`src/rtl/binned_color_mode_vote_core_macros.svh`:
```
// ----------------------------------------------------------------------------
// Assertion macros for binned_color_mode_vote_core
// Each macro takes a label, a clock, an active-low reset and its terms.
// ----------------------------------------------------------------------------
`ifndef BINNED_COLOR_MODE_VOTE_CORE_MACROS_SVH
`define BINNED_COLOR_MODE_VOTE_CORE_MACROS_SVH

// a must hold at every edge out of reset
`define BCMV_ASSERT_ALWAYS(label, clk, rst_n, a) \
	label: assert property (@(posedge clk) disable iff (!rst_n) (a)) \
		else $error("assertion failed");

// a implies b in the same cycle
`define BCMV_ASSERT_IMPLIES(label, clk, rst_n, a, b) \
	label: assert property (@(posedge clk) disable iff (!rst_n) (a) |-> (b)) \
		else $error("assertion failed");

// a implies b in the next cycle
`define BCMV_ASSERT_NEXT(label, clk, rst_n, a, b) \
	label: assert property (@(posedge clk) disable iff (!rst_n) (a) |=> (b)) \
		else $error("assertion failed");

`endif

```
`src/rtl/bcmv_pkg.sv`:
```
`timescale 1ns / 1ps
// ----------------------------------------------------------------------------
// bcmv_pkg
// Types and constants shared by the binned color mode vote blocks.
// ----------------------------------------------------------------------------
package bcmv_pkg;

	localparam int CH_W        = 8;
	localparam int CH_MAX      = 255;
	localparam int KEY_CH_W    = 5;
	localparam int KEY_W       = 3 * KEY_CH_W;
	localparam int WCNT_W      = 6;
	localparam int QUEUE_DEPTH = 2;
	localparam int QPTR_W      = 1;
	localparam int QCNT_W      = 2;

	typedef logic [KEY_W-1:0] key_t;

	typedef struct packed {
		logic [CH_W-1:0] vote_red;
		logic [CH_W-1:0] vote_green;
		logic [CH_W-1:0] vote_blue;
		logic            last_vote;
	} vote_t;

	typedef struct packed {
		logic [CH_W-1:0]   mean_red;
		logic [CH_W-1:0]   mean_green;
		logic [CH_W-1:0]   mean_blue;
		logic [WCNT_W-1:0] winning_count;
	} result_t;

	typedef struct packed {
		vote_t vote;
		key_t  key;
	} qent_t;

	typedef enum logic [2:0] {
		ST_VOTE,
		ST_DRAIN,
		ST_SCAN,
		ST_DIV,
		ST_OUT
	} back_state_t;

	function automatic key_t bin_key(vote_t v);
		return {v.vote_red[CH_W-1 -: KEY_CH_W], v.vote_green[CH_W-1 -: KEY_CH_W],
			v.vote_blue[CH_W-1 -: KEY_CH_W]};
	endfunction

endpackage

```
`src/rtl/bcmv_front.sv`:
```
`timescale 1ns / 1ps
// ----------------------------------------------------------------------------
// bcmv_front
// Takes vote words, tags each with its bin key and queues them for the back.
// ----------------------------------------------------------------------------
module bcmv_front (
	input  logic            clk,
	input  logic            arst_n,
	input  bcmv_pkg::vote_t vote,
	input  logic            vote_valid,
	output logic            vote_stall,
	output bcmv_pkg::qent_t deq_entry,
	output logic            deq_valid,
	input  logic            deq_pop
);
	import bcmv_pkg::*;

	qent_t             fifo_q [QUEUE_DEPTH];
	logic [QPTR_W-1:0] wr_ptr_q;
	logic [QPTR_W-1:0] rd_ptr_q;
	logic [QCNT_W-1:0] cnt_q;
	logic              push;
	logic              pop;

	assign vote_stall = (cnt_q == QCNT_W'(QUEUE_DEPTH));
	assign deq_valid  = (cnt_q != '0);
	assign deq_entry  = fifo_q[rd_ptr_q];
	assign push       = vote_valid && !vote_stall;
	assign pop        = deq_pop && deq_valid;

	always_ff @(posedge clk or negedge arst_n) begin
		if (!arst_n) begin
			wr_ptr_q <= '0;
			rd_ptr_q <= '0;
			cnt_q    <= '0;
		end else begin
			if (push) begin
				wr_ptr_q <= (wr_ptr_q == QPTR_W'(QUEUE_DEPTH - 1)) ? '0 : wr_ptr_q + 1'b1;
			end
			if (pop) begin
				rd_ptr_q <= (rd_ptr_q == QPTR_W'(QUEUE_DEPTH - 1)) ? '0 : rd_ptr_q + 1'b1;
			end
			if (push && !pop) begin
				cnt_q <= cnt_q + 1'b1;
			end else if (pop && !push) begin
				cnt_q <= cnt_q - 1'b1;
			end
		end
	end

	always_ff @(posedge clk) begin
		if (push) begin
			fifo_q[wr_ptr_q] <= '{vote: vote, key: bin_key(vote)};
		end
	end

endmodule

```
`src/rtl/bcmv_div.sv`:
```
`timescale 1ns / 1ps
// ----------------------------------------------------------------------------
// bcmv_div
// Three-lane restoring divider, one quotient bit per lane per cycle.
// ----------------------------------------------------------------------------
module bcmv_div #(
	parameter int MAX_VOTES = 32,
	localparam int CNT_W  = $clog2(MAX_VOTES + 1),
	localparam int SUM_W  = $clog2(MAX_VOTES * bcmv_pkg::CH_MAX + 1),
	localparam int ITER_W = $clog2(SUM_W)
) (
	input  logic                      clk,
	input  logic                      arst_n,
	input  logic                      start,
	input  logic [SUM_W-1:0]          sum_red,
	input  logic [SUM_W-1:0]          sum_green,
	input  logic [SUM_W-1:0]          sum_blue,
	input  logic [CNT_W-1:0]          cnt,
	output logic                      done,
	output logic [bcmv_pkg::CH_W-1:0] mean_red,
	output logic [bcmv_pkg::CH_W-1:0] mean_green,
	output logic [bcmv_pkg::CH_W-1:0] mean_blue
);
	import bcmv_pkg::*;

	localparam int LANES = 3;

	logic [SUM_W-1:0]  dvd   [LANES];
	logic [SUM_W-1:0]  quo_q [LANES];
	logic [CNT_W-1:0]  rem_q [LANES];
	logic [SUM_W-1:0]  quo_d [LANES];
	logic [CNT_W-1:0]  rem_d [LANES];
	logic [CNT_W:0]    shifted [LANES];
	logic [CNT_W:0]    diff  [LANES];
	logic              ge    [LANES];
	logic [CNT_W-1:0]  dvs_q;
	logic [ITER_W-1:0] iter_q;
	logic              busy_q;
	logic              done_q;

	assign dvd[0] = sum_red;
	assign dvd[1] = sum_green;
	assign dvd[2] = sum_blue;

	always_comb begin
		for (int l = 0; l < LANES; l++) begin
			shifted[l] = {rem_q[l], quo_q[l][SUM_W-1]};
			diff[l]    = shifted[l] - {1'b0, dvs_q};
			ge[l]      = (shifted[l] >= {1'b0, dvs_q});
			rem_d[l]   = ge[l] ? diff[l][CNT_W-1:0] : shifted[l][CNT_W-1:0];
			quo_d[l]   = {quo_q[l][SUM_W-2:0], ge[l]};
		end
	end

	always_ff @(posedge clk or negedge arst_n) begin
		if (!arst_n) begin
			busy_q <= 1'b0;
			done_q <= 1'b0;
			iter_q <= '0;
		end else begin
			done_q <= 1'b0;
			if (start) begin
				busy_q <= 1'b1;
				iter_q <= '0;
			end else if (busy_q) begin
				iter_q <= iter_q + 1'b1;
				if (iter_q == ITER_W'(SUM_W - 1)) begin
					busy_q <= 1'b0;
					done_q <= 1'b1;
				end
			end
		end
	end

	always_ff @(posedge clk) begin
		if (start) begin
			dvs_q <= cnt;
			for (int l = 0; l < LANES; l++) begin
				quo_q[l] <= dvd[l];
				rem_q[l] <= '0;
			end
		end else if (busy_q) begin
			for (int l = 0; l < LANES; l++) begin
				quo_q[l] <= quo_d[l];
				rem_q[l] <= rem_d[l];
			end
		end
	end

	assign done       = done_q;
	assign mean_red   = quo_q[0][CH_W-1:0];
	assign mean_green = quo_q[1][CH_W-1:0];
	assign mean_blue  = quo_q[2][CH_W-1:0];

endmodule

```
`src/rtl/bcmv_back.sv`:
```
`timescale 1ns / 1ps
`include "binned_color_mode_vote_core_macros.svh"
// ----------------------------------------------------------------------------
// bcmv_back
// Bin table: key match, count and sum update, winner scan, divider control.
// ----------------------------------------------------------------------------
module bcmv_back #(
	parameter int MAX_VOTES = 32,
	localparam int CNT_W = $clog2(MAX_VOTES + 1),
	localparam int IDX_W = (MAX_VOTES > 1) ? $clog2(MAX_VOTES) : 1,
	localparam int SUM_W = $clog2(MAX_VOTES * bcmv_pkg::CH_MAX + 1)
) (
	input  logic                        clk,
	input  logic                        arst_n,
	input  bcmv_pkg::qent_t             deq_entry,
	input  logic                        deq_valid,
	output logic                        deq_pop,
	output logic                        div_start,
	output logic [SUM_W-1:0]            div_sum_red,
	output logic [SUM_W-1:0]            div_sum_green,
	output logic [SUM_W-1:0]            div_sum_blue,
	output logic [CNT_W-1:0]            div_cnt,
	input  logic                        div_done,
	output logic                        res_valid,
	output logic [bcmv_pkg::WCNT_W-1:0] res_count,
	input  logic                        res_take
);
	import bcmv_pkg::*;

	typedef struct packed {
		logic [CNT_W-1:0] cnt;
		logic [SUM_W-1:0] sum_red;
		logic [SUM_W-1:0] sum_green;
		logic [SUM_W-1:0] sum_blue;
	} bin_t;

	back_state_t          state_q;
	back_state_t          state_d;
	key_t                 key_q [MAX_VOTES];
	bin_t                 mem_q [MAX_VOTES];
	logic [CNT_W-1:0]     used_q;
	logic [CNT_W-1:0]     taken_q;
	logic [MAX_VOTES-1:0] match;
	logic                 hit;
	logic [IDX_W-1:0]     slot_hit;
	logic [IDX_W-1:0]     slot;
	logic                 ignore;
	logic                 take;
	logic                 upd_s1;
	logic                 new_s1;
	logic [IDX_W-1:0]     slot_s1;
	vote_t                vote_s1;
	bin_t                 rd_q;
	bin_t                 base;
	bin_t                 wr_data;
	logic                 byp_valid_q;
	logic [IDX_W-1:0]     byp_addr_q;
	bin_t                 byp_data_q;
	logic [IDX_W-1:0]     rd_addr;
	logic [CNT_W-1:0]     scan_addr_q;
	logic                 scan_issue;
	logic                 scan_done;
	logic                 scan_s1;
	logic                 scan_first_s1;
	bin_t                 best_q;

	always_comb begin
		slot_hit = '0;
		for (int i = 0; i < MAX_VOTES; i++) begin
			match[i] = (CNT_W'(i) < used_q) && (key_q[i] == deq_entry.key);
			if (match[i]) begin
				slot_hit = slot_hit | IDX_W'(i);
			end
		end
	end

	assign hit     = |match;
	assign slot    = hit ? slot_hit : used_q[IDX_W-1:0];
	assign ignore  = (taken_q >= CNT_W'(MAX_VOTES));
	assign deq_pop = deq_valid && (state_q == ST_VOTE);
	assign take    = deq_pop && !ignore;

	always_comb begin
		if (new_s1) begin
			base = '0;
		end else if (byp_valid_q && (byp_addr_q == slot_s1)) begin
			base = byp_data_q;
		end else begin
			base = rd_q;
		end
		wr_data.cnt       = base.cnt + 1'b1;
		wr_data.sum_red   = base.sum_red + SUM_W'(vote_s1.vote_red);
		wr_data.sum_green = base.sum_green + SUM_W'(vote_s1.vote_green);
		wr_data.sum_blue  = base.sum_blue + SUM_W'(vote_s1.vote_blue);
	end

	assign scan_issue = (state_q == ST_SCAN) && (scan_addr_q < used_q);
	assign scan_done  = (state_q == ST_SCAN) && !scan_issue && !scan_s1;
	assign rd_addr    = (state_q == ST_SCAN) ? scan_addr_q[IDX_W-1:0] : slot;

	always_comb begin
		state_d   = state_q;
		div_start = 1'b0;
		case (state_q)
			ST_VOTE: begin
				if (deq_pop && deq_entry.vote.last_vote) begin
					state_d = ST_DRAIN;
				end
			end
			ST_DRAIN: begin
				state_d = ST_SCAN;
			end
			ST_SCAN: begin
				if (scan_done) begin
					div_start = 1'b1;
					state_d   = ST_DIV;
				end
			end
			ST_DIV: begin
				if (div_done) begin
					state_d = ST_OUT;
				end
			end
			ST_OUT: begin
				if (res_take) begin
					state_d = ST_VOTE;
				end
			end
			default: begin
				state_d = ST_VOTE;
			end
		endcase
	end

	always_ff @(posedge clk or negedge arst_n) begin
		if (!arst_n) begin
			state_q     <= ST_VOTE;
			used_q      <= '0;
			taken_q     <= '0;
			upd_s1      <= 1'b0;
			byp_valid_q <= 1'b0;
			scan_addr_q <= '0;
			scan_s1     <= 1'b0;
		end else begin
			state_q     <= state_d;
			upd_s1      <= take;
			byp_valid_q <= upd_s1;
			scan_s1     <= scan_issue;
			if ((state_q == ST_OUT) && res_take) begin
				used_q  <= '0;
				taken_q <= '0;
			end else if (take) begin
				taken_q <= taken_q + 1'b1;
				if (!hit) begin
					used_q <= used_q + 1'b1;
				end
			end
			if (state_q != ST_SCAN) begin
				scan_addr_q <= '0;
			end else if (scan_issue) begin
				scan_addr_q <= scan_addr_q + 1'b1;
			end
		end
	end

	always_ff @(posedge clk) begin
		if (take && !hit) begin
			key_q[slot] <= deq_entry.key;
		end
		slot_s1       <= slot;
		new_s1        <= !hit;
		vote_s1       <= deq_entry.vote;
		byp_addr_q    <= slot_s1;
		byp_data_q    <= wr_data;
		scan_first_s1 <= (scan_addr_q == '0);
		if (scan_s1 && (scan_first_s1 || (rd_q.cnt > best_q.cnt))) begin
			best_q <= rd_q;
		end
	end

	always_ff @(posedge clk) begin
		if (upd_s1) begin
			mem_q[slot_s1] <= wr_data;
		end
		rd_q <= mem_q[rd_addr];
	end

	assign div_sum_red   = best_q.sum_red;
	assign div_sum_green = best_q.sum_green;
	assign div_sum_blue  = best_q.sum_blue;
	assign div_cnt       = best_q.cnt;
	assign res_valid     = (state_q == ST_OUT);
	assign res_count     = WCNT_W'(best_q.cnt);

	`BCMV_ASSERT_IMPLIES(a_key_unique, clk, arst_n, deq_valid, $onehot0(match))
	`BCMV_ASSERT_ALWAYS(a_fill_bound, clk, arst_n, used_q <= taken_q && taken_q <= CNT_W'(MAX_VOTES))
	`BCMV_ASSERT_IMPLIES(a_scan_quiet, clk, arst_n, state_q == ST_SCAN, !upd_s1)
	`BCMV_ASSERT_IMPLIES(a_winner_nonempty, clk, arst_n, state_q == ST_OUT, best_q.cnt != '0)
	`BCMV_ASSERT_NEXT(a_table_cleared, clk, arst_n, state_q == ST_OUT && res_take, used_q == '0 && taken_q == '0)

endmodule

```
`src/rtl/binned_color_mode_vote_core.sv`:
```
// Votes: one word per cycle while the two-entry queue has room.
// When a last vote leaves the queue the back drains, then makes one winner-scan read per bin in use,
// then one divider step per bit of sum width (13 steps at 32 votes); then it gives its result.
// The back takes no vote while that result is formed; the queue takes up to two more meanwhile.
// Reset is asynchronous: the table reads empty at once, no clearing pass.
`timescale 1ns / 1ps
// ----------------------------------------------------------------------------
// binned_color_mode_vote_core
// Mode vote over 15-bit color bins with per-channel mean of the winner.
// ----------------------------------------------------------------------------
module binned_color_mode_vote_core #(
	parameter int MAX_VOTES = 32
) (
	input  logic              clk,
	input  logic              arst_n,
	input  bcmv_pkg::vote_t   vote,
	input  logic              vote_valid,
	output logic              vote_stall,
	output bcmv_pkg::result_t result,
	output logic              result_valid,
	input  logic              result_stall
);
	import bcmv_pkg::*;

	localparam int CNT_W = $clog2(MAX_VOTES + 1);
	localparam int SUM_W = $clog2(MAX_VOTES * CH_MAX + 1);

	qent_t             deq_entry;
	logic              deq_valid;
	logic              deq_pop;
	logic              div_start;
	logic [SUM_W-1:0]  div_sum_red;
	logic [SUM_W-1:0]  div_sum_green;
	logic [SUM_W-1:0]  div_sum_blue;
	logic [CNT_W-1:0]  div_cnt;
	logic              div_done;
	logic [CH_W-1:0]   mean_red;
	logic [CH_W-1:0]   mean_green;
	logic [CH_W-1:0]   mean_blue;
	logic              res_valid;
	logic [WCNT_W-1:0] res_count;
	logic              res_take;
	logic              out_valid_q;
	result_t           result_q;

	bcmv_front u_front (
		.clk        (clk),
		.arst_n     (arst_n),
		.vote       (vote),
		.vote_valid (vote_valid),
		.vote_stall (vote_stall),
		.deq_entry  (deq_entry),
		.deq_valid  (deq_valid),
		.deq_pop    (deq_pop)
	);

	bcmv_back #(.MAX_VOTES(MAX_VOTES)) u_back (
		.clk           (clk),
		.arst_n        (arst_n),
		.deq_entry     (deq_entry),
		.deq_valid     (deq_valid),
		.deq_pop       (deq_pop),
		.div_start     (div_start),
		.div_sum_red   (div_sum_red),
		.div_sum_green (div_sum_green),
		.div_sum_blue  (div_sum_blue),
		.div_cnt       (div_cnt),
		.div_done      (div_done),
		.res_valid     (res_valid),
		.res_count     (res_count),
		.res_take      (res_take)
	);

	bcmv_div #(.MAX_VOTES(MAX_VOTES)) u_div (
		.clk        (clk),
		.arst_n     (arst_n),
		.start      (div_start),
		.sum_red    (div_sum_red),
		.sum_green  (div_sum_green),
		.sum_blue   (div_sum_blue),
		.cnt        (div_cnt),
		.done       (div_done),
		.mean_red   (mean_red),
		.mean_green (mean_green),
		.mean_blue  (mean_blue)
	);

	assign res_take = res_valid && (!out_valid_q || !result_stall);

	always_ff @(posedge clk or negedge arst_n) begin
		if (!arst_n) begin
			out_valid_q <= 1'b0;
		end else if (res_take) begin
			out_valid_q <= 1'b1;
		end else if (!result_stall) begin
			out_valid_q <= 1'b0;
		end
	end

	always_ff @(posedge clk) begin
		if (res_take) begin
			result_q.mean_red      <= mean_red;
			result_q.mean_green    <= mean_green;
			result_q.mean_blue     <= mean_blue;
			result_q.winning_count <= res_count;
		end
	end

	assign result_valid = out_valid_q;
	assign result       = result_q;

endmodule

```
`config.mk`:
```
export PLATFORM = sky130hd
export DESIGN_NAME = binned_color_mode_vote_core
export DESIGN_NICKNAME = d
export VERILOG_FILES = /design/src/rtl/bcmv_pkg.sv /design/src/rtl/bcmv_front.sv /design/src/rtl/bcmv_div.sv /design/src/rtl/bcmv_back.sv /design/src/rtl/binned_color_mode_vote_core.sv
export VERILOG_INCLUDE_DIRS = /design/src /design/src/rtl
export SDC_FILE = /design/constraint.sdc
export NUM_CORES = 2
export LEC_CHECK = 0
export ABC_AREA = 1
export BUFFER_PORTS_ARGS = -buffer_cell sky130_fd_sc_hd__buf_4
export CAP_MARGIN = 20
export CORE_ASPECT_RATIO = 1.1
export CORE_UTILIZATION = 42
export DETAILED_ROUTE_END_ITERATION = 10
export GPL_TIMING_DRIVEN = 0
export SYNTH_ARGS = -nofsm -noshare
export SYNTH_HDL_FRONTEND = slang
export SYNTH_SLANG_ARGS = --single-unit
```
`constraint.sdc`:
```
create_clock -name clk -period 5.3 [get_ports clk]
set_input_delay 0.795 -clock clk [delete_from_list [all_inputs] [get_ports clk]]
set_output_delay 0.795 -clock clk [all_outputs]
set_load 0.005 [all_outputs]
```
; ---- Word-level counts from Yosys, hierarchy flattened
; Memories as Yosys holds them, arrays and structs flattened. A register that Yosys moved wholly into a read port is not among the register bits.
; Cells that the tools add are included.
[classes]
add_sub_neg = 15
eq_ne = 46
bitwise = 6
n_lt_le_gt_ge = 38
reduce_logical = 68
mux = 103
[op_table]
columns = operator, n
row1 = == test 15 bit, 32
row2 = 2-to-1 mux 45 bit, 3
row3 = 2-to-1 mux 6 bit, 18
row4 = "less-than comparator 5 x 6 -> 1 bit, first input constant", 16
row5 = 2-to-1 mux 5 bit, 18
row6 = "less-than comparator 4 x 6 -> 1 bit, first input constant", 8
row7 = logical AND 1 bit, 47
row8 = 2-to-1 mux 4 bit, 11
row9 = adder 13 x 8 -> 13 bit, 3
row10 = 2-to-1 mux 13 bit, 3
row11 = 2-to-1 mux 3 bit, 12
row12 = 2-to-1 mux 1 bit, 32
row13 = OR reduction 32 bit, 1
row14 = "adder 6 x 1 -> 6 bit, second input constant", 4
row15 = "less-than comparator 3 x 6 -> 1 bit, first input constant", 4
row16 = greater-or-equal comparator 7 x 6 -> 1 bit, 3
row17 = subtractor 6 bit, 3
row18 = one-hot mux 3 bit (5 select lines), 1
row19 = "less-than comparator 1 x 6 -> 1 bit, first input constant", 2
row20 = "less-than comparator 2 x 6 -> 1 bit, first input constant", 2
row21 = 2-to-1 mux 2 bit, 5
row22 = nonzero test 2 bit, 5
row23 = zero test 1 bit, 9
row24 = "inequality test 2 x 1 -> 1 bit, second input constant", 4
row25 = other kinds (21), 30
[totals]
in_bits = 29
ramBits = 2057
n_memories = 5
out_inout_bits = 32
register_bits = 197
[memory_table]
columns = name, words, word_bits, rd, rd_ports_with_merged_regs, wr, line_no
row1 = u_back.mem_q, 32, 45, 1, 1, 1, bcmv_back.sv:40  ; bin_t mem_q [MAX_VOTES];
row2 = u_back.key_q, 32, 15, 32, 0, 1, bcmv_back.sv:39  ; key_t key_q [MAX_VOTES];
row3 = u_front.fifo_q, 2, 40, 1, 0, 1, bcmv_front.sv:18  ; qent_t fifo_q [QUEUE_DEPTH];
row4 = u_div.quo_q, 3, 13, 3, 0, 3, bcmv_div.sv:29  ; logic [SUM_W-1:0] quo_q [LANES];
row5 = u_div.rem_q, 3, 6, 3, 0, 3, bcmv_div.sv:30  ; logic [CNT_W-1:0] rem_q [LANES];

; ---- Logic depth before layout (Yosys ltp)
; An unclocked memory read counts as a cell.
[depth]
word_depth = 36
depth_mapped = 33

; ---- By module
; A second synthesis with hierarchy kept.
[hier_totals]
hier_cells = 9905
area_unflattened_um2 = 101683.8
[modules_own_cells]
columns = mod, instances, cells_each, seq_area_each_um2, area_per_inst_um2
row1 = bcmv_back, 1, 9221, 62129.6, 94465.6
row2 = bcmv_div, 1, 472, 2042.0, 4082.7
row3 = bcmv_front, 1, 177, 1601.5, 2189.6
row4 = binned_color_mode_vote_core, 1, 35, 925.9, 945.9

; ---- Worst setup path before layout
; No wires, ideal clock.
[synth_path]
path_type = reg-to-reg
start = register u_back.slot_s1[3]
end = memory u_back.mem_q[0][25] (netlist bit), data pin
required_ns = 4.924
slack_ns = 0.071
arrival_time_ns = 4.854
period_less_slack_ns = 5.229
setup_ns = 0.376
stages_incl_launch_ff = 24
path_cell_list = dfxtp_1 inv_1 o21ai_0 a221oi_1 nand3_1 clkbuf_1 buf_1 buf_1 clkbuf_1 nand2_1 a21oi_1 ha_1 inv_1 fa_1 o21ai_0 a21oi_1 o21bai_1 nand2_1 nand2_1 a21oi_1 nor3b_1 nand2_1 nor2_1 xor2_1
[synth_lines]
columns = element, line_no
row1 = start: declaration, bcmv_back.sv:51  ; logic [IDX_W-1:0] slot_s1;
row2 = start signal: assignment, bcmv_back.sv:170  ; slot_s1 <= slot;
row3 = end: declaration, bcmv_back.sv:40

==> results.tsv <==
metric	value	unit
r2r startpoint	u_front.rd_ptr_q	
top-count cell post-synth	nand2_1	
detailed-route via count	72505	
clock-pin slew on the worst setup and hold paths	0.06	ns
Post-synth ARST share	1.54	%
instance count on the critical path	31	
row count	185	
register bit count reported by yosys	2269	
clock tree buffer depth	3	
CTS tree	yes	
initial antenna violation count	14	
main flop type after synthesis	edfxtp_1	
Post-Place Worst Slack	-2.17	ns
slowest CP cell	dfrtp_1	
First-pass DRT Iterations	6	
reg-to-reg setup timing slack	0.01	ns
Clock power frac	21.2	%
Max Cap Violations	0	
Final Routed Wirelength	326000	microns
PwrDens	657	nW/um^2
Synth Warn #	0	
number of buffers and inverters on the critical path	10	
layout cell share with drive strength beyond 1	11.6	%
cell family with most CP delay	simple AND/OR/NAND/NOR gates	
largest net degree at the start of global routing	43	
Core Area	232000	sq um
die width	463	microns
Worst Path Arrival	6.08	ns
clock skew	0.0961	ns
Post-Syn Area	98200	sq um
final HPWL from detailed placement	223000	microns
mean post-synth cell area	10.4	sq um
io pins	61	
status	completed	
Power Total	75.4	mW
RSZ-0062 raised after global routing	true	
Slew headroom	20.0	%
root buf cell	clkbuf_16	
DRC Markers	0	
crit path launch type	register	
internal power	40.8	mW
clock latency on the worst-skew pair	0.91	ns
H-tree levels	4	
Switching Fraction	45.8	%
Gate power share	47.8	%
most used cell along the critical path	nand2_1	
routability cong.	0.927	
Crit Path Category	register to register	
CP Data Required Time	6.09	ns
global-route wire length before repair	465000	microns
Worst Setup SP	u_front.rd_ptr_q	
Yosys cell types	48	
GRT Overall Usage	27.1	%
Sequential Power Share	30.9	%
DIE AREA	236000	sq um
initial DRC count	9131	
grt ovf	0	
Routed Antenna Nets	0	
vias per std cell	5.49	
CP endpoint	u_back.rd_q[33]	
crit path max fanout	42	
setup TNS	0	ns
register area share after synthesis	67.9	%
Synth Instances	9466	
Worst setup EP type	register	
Finished Core Util	49.5	%
worst hold path type	primary input to register	
NetSw	34.5	mW
Worst-Margin Slew	1.20	ns
initial core utilization	42.4	%
Die H	509	microns
vias in the first global route	68700	
slack of the critical path	0.0114	ns
commonest cells in the synthesized netlist	3,273 x nand2_1, 2,108 x edfxtp_1, 1,859 x nand3_1	
CTS Sinks	2269	
Final #Nets	10011	
Reg2Reg Depth	31	
P_leak	46.6	nW
Slew Viols, Final	0	
endpoints failing setup	0	
area fraction of the dominant cell type after synthesis	64.5	%
# port buffers	60	
number of synthesized flops with an enable pin	2108	
Num CTS Buffers	224	
capture point of the worst reg-to-reg path	u_back.rd_q[33]	
min cycle time layout	5.29	ns
period utilization	99.8	%
final hold vios	0	
Area growth syn-to-layout	16.8	%
CP peak stage delay	0.38	ns
worst vdd ir	0.000597	V
wire per inst	24.7	microns
cell taking the most area after synthesis	edfxtp_1	
Post-Synthesis Net Count	9565	
fmax	189	MHz
Area contributors post-synth	edfxtp_1 64%, nand2_1 13%, nand3_1 9.5%, dfxtp_1 2.6%, inv_1 2.4%	
-- stage by stage --
step | cell area (sq um) | hold slack, ns | instances
2_1_floorplan | 98200 | 0.376 | 9466
3_3_place_gp | 102000 | 0.401 | 12611
3_5_place_dp | 106000 | 0.398 | 12751
4_1_cts | 114000 | 0.0217 | 13181
5_1_grt | 115000 | 0.0474 | 13189
6_report | 115000 | 0.0767 | 13198
-- power groups by stage --
stage          clock, mW  combinational [mW]  sequential [mW]
6_report            16.0                36.0             23.3
3_3_place_gp           0                32.0             23.9
2_1_floorplan          0                18.2             23.4
5_1_grt             16.8                38.1             23.4
3_5_place_dp           0                33.5             23.7
4_1_cts             16.1                34.3             23.3
-- flip-flops by register name, summed over array words and instances, names as in the netlist, 2 cells and up --
name / count
u_back.mem_q: 1440
u_div.rem_q: 18
u_back.state_q: 3
u_back.scan_addr_q: 6
u_front.cnt_q: 2
u_back.key_q: 480
u_back.byp_data_q: 45
u_div.dvs_q: 6
u_back.div_cnt: 6
u_back.vote_s1: 24
u_back.div_sum_blue: 13
u_div.iter_q: 4
u_back.slot_s1: 5
u_back.byp_addr_q: 5
u_back.used_q: 6
u_div.quo_q: 39
u_back.div_sum_green: 13
result: 30
u_front.fifo_q: 50
u_back.taken_q: 6
u_back.div_sum_red: 13
u_back.rd_q: 45
-- how the worst min path moves through the flow --
stage | start | endpoint | slack [ns] | depth (start not counted)
finish | vote[17] | u_front.fifo_q[1][32] | 0.08 | 1
global route | vote[17] | u_front.fifo_q[1][32] | 0.05 | 1
CTS | vote[17] | u_front.fifo_q[1][32] | 0.02 | 1
detailed placement | u_back.slot_s1[0] | u_back.byp_addr_q[0] | 0.40 | 0
global placement | u_back.slot_s1[0] | u_back.byp_addr_q[0] | 0.40 | 0
floorplan | u_back.slot_s1[0] | u_back.byp_addr_q[0] | 0.38 | 0
-- timing repair --
item | 4_1_cts | 5_1_grt
gates resized for setup | 180 | 200
setup endpoints to repair | 1343 | 504
hold endpoints to repair | 35 | 0
hold buffers | 1 | 0
pin swaps | 6 | 8
gates cloned | 1 | 3
buffers inserted | 14 | 4
-- cell type report --
| type | count | area [sq um] |
|---|---|---|
| antenna | 10 | 25.0 |
| tap | 3085 | 3860 |
| sequential | 2269 | 66700 |
| fill | 20509 | 117000 |
| clock inverter | 125 | 1350 |
| multi-input combinational | 6065 | 28200 |
| clock buffer | 292 | 5970 |
| inverter | 637 | 2410 |
| timing repair buffer | 224 | 3280 |
| buffer | 491 | 2920 |
-- layer usage --
metal	global-route usage [%]	vias to the layer above	share of wire (%)
met5	0	-	0.0028
met4	11.7	2	4.3
met3	4.34	675	10
met2	43.5	3838	46
met1	36.5	35132	39
li1	-	32858	-
-- cell families after synthesis --
kind of cell / Yosys count / synth area share, %
AO/OA/AOI/OAI: 231 / 1.27
buffers and inverters: 1133 / 4.93
flip-flops: 2269 / 67.9
XOR/XNOR: 56 / 0.500
adder cells (fa/ha/maj): 70 / 0.938
AND/OR/NAND/NOR: 5707 / 24.4
-- cells in the final DEF (no fill, tap or decap), drive strengths merged, types with 5 or more instances in the layout --
master,instances
bufinv,20
nor3,9
xnor2,22
diode,10
a211oi,9
o21bai,5
a21oi,95
nand4,5
clkbuf,461
nand2,3312
or2,7
o21ai,107
dfxtp,126
nor2,507
dfrtp,35
xor2,34
fa,6
ha,64
inv,644
buf,545
nand3,1859
edfxtp,2108
clkinvlp,9
clkinv,89
No activity file was read; power rests on OpenSTA's default activity.
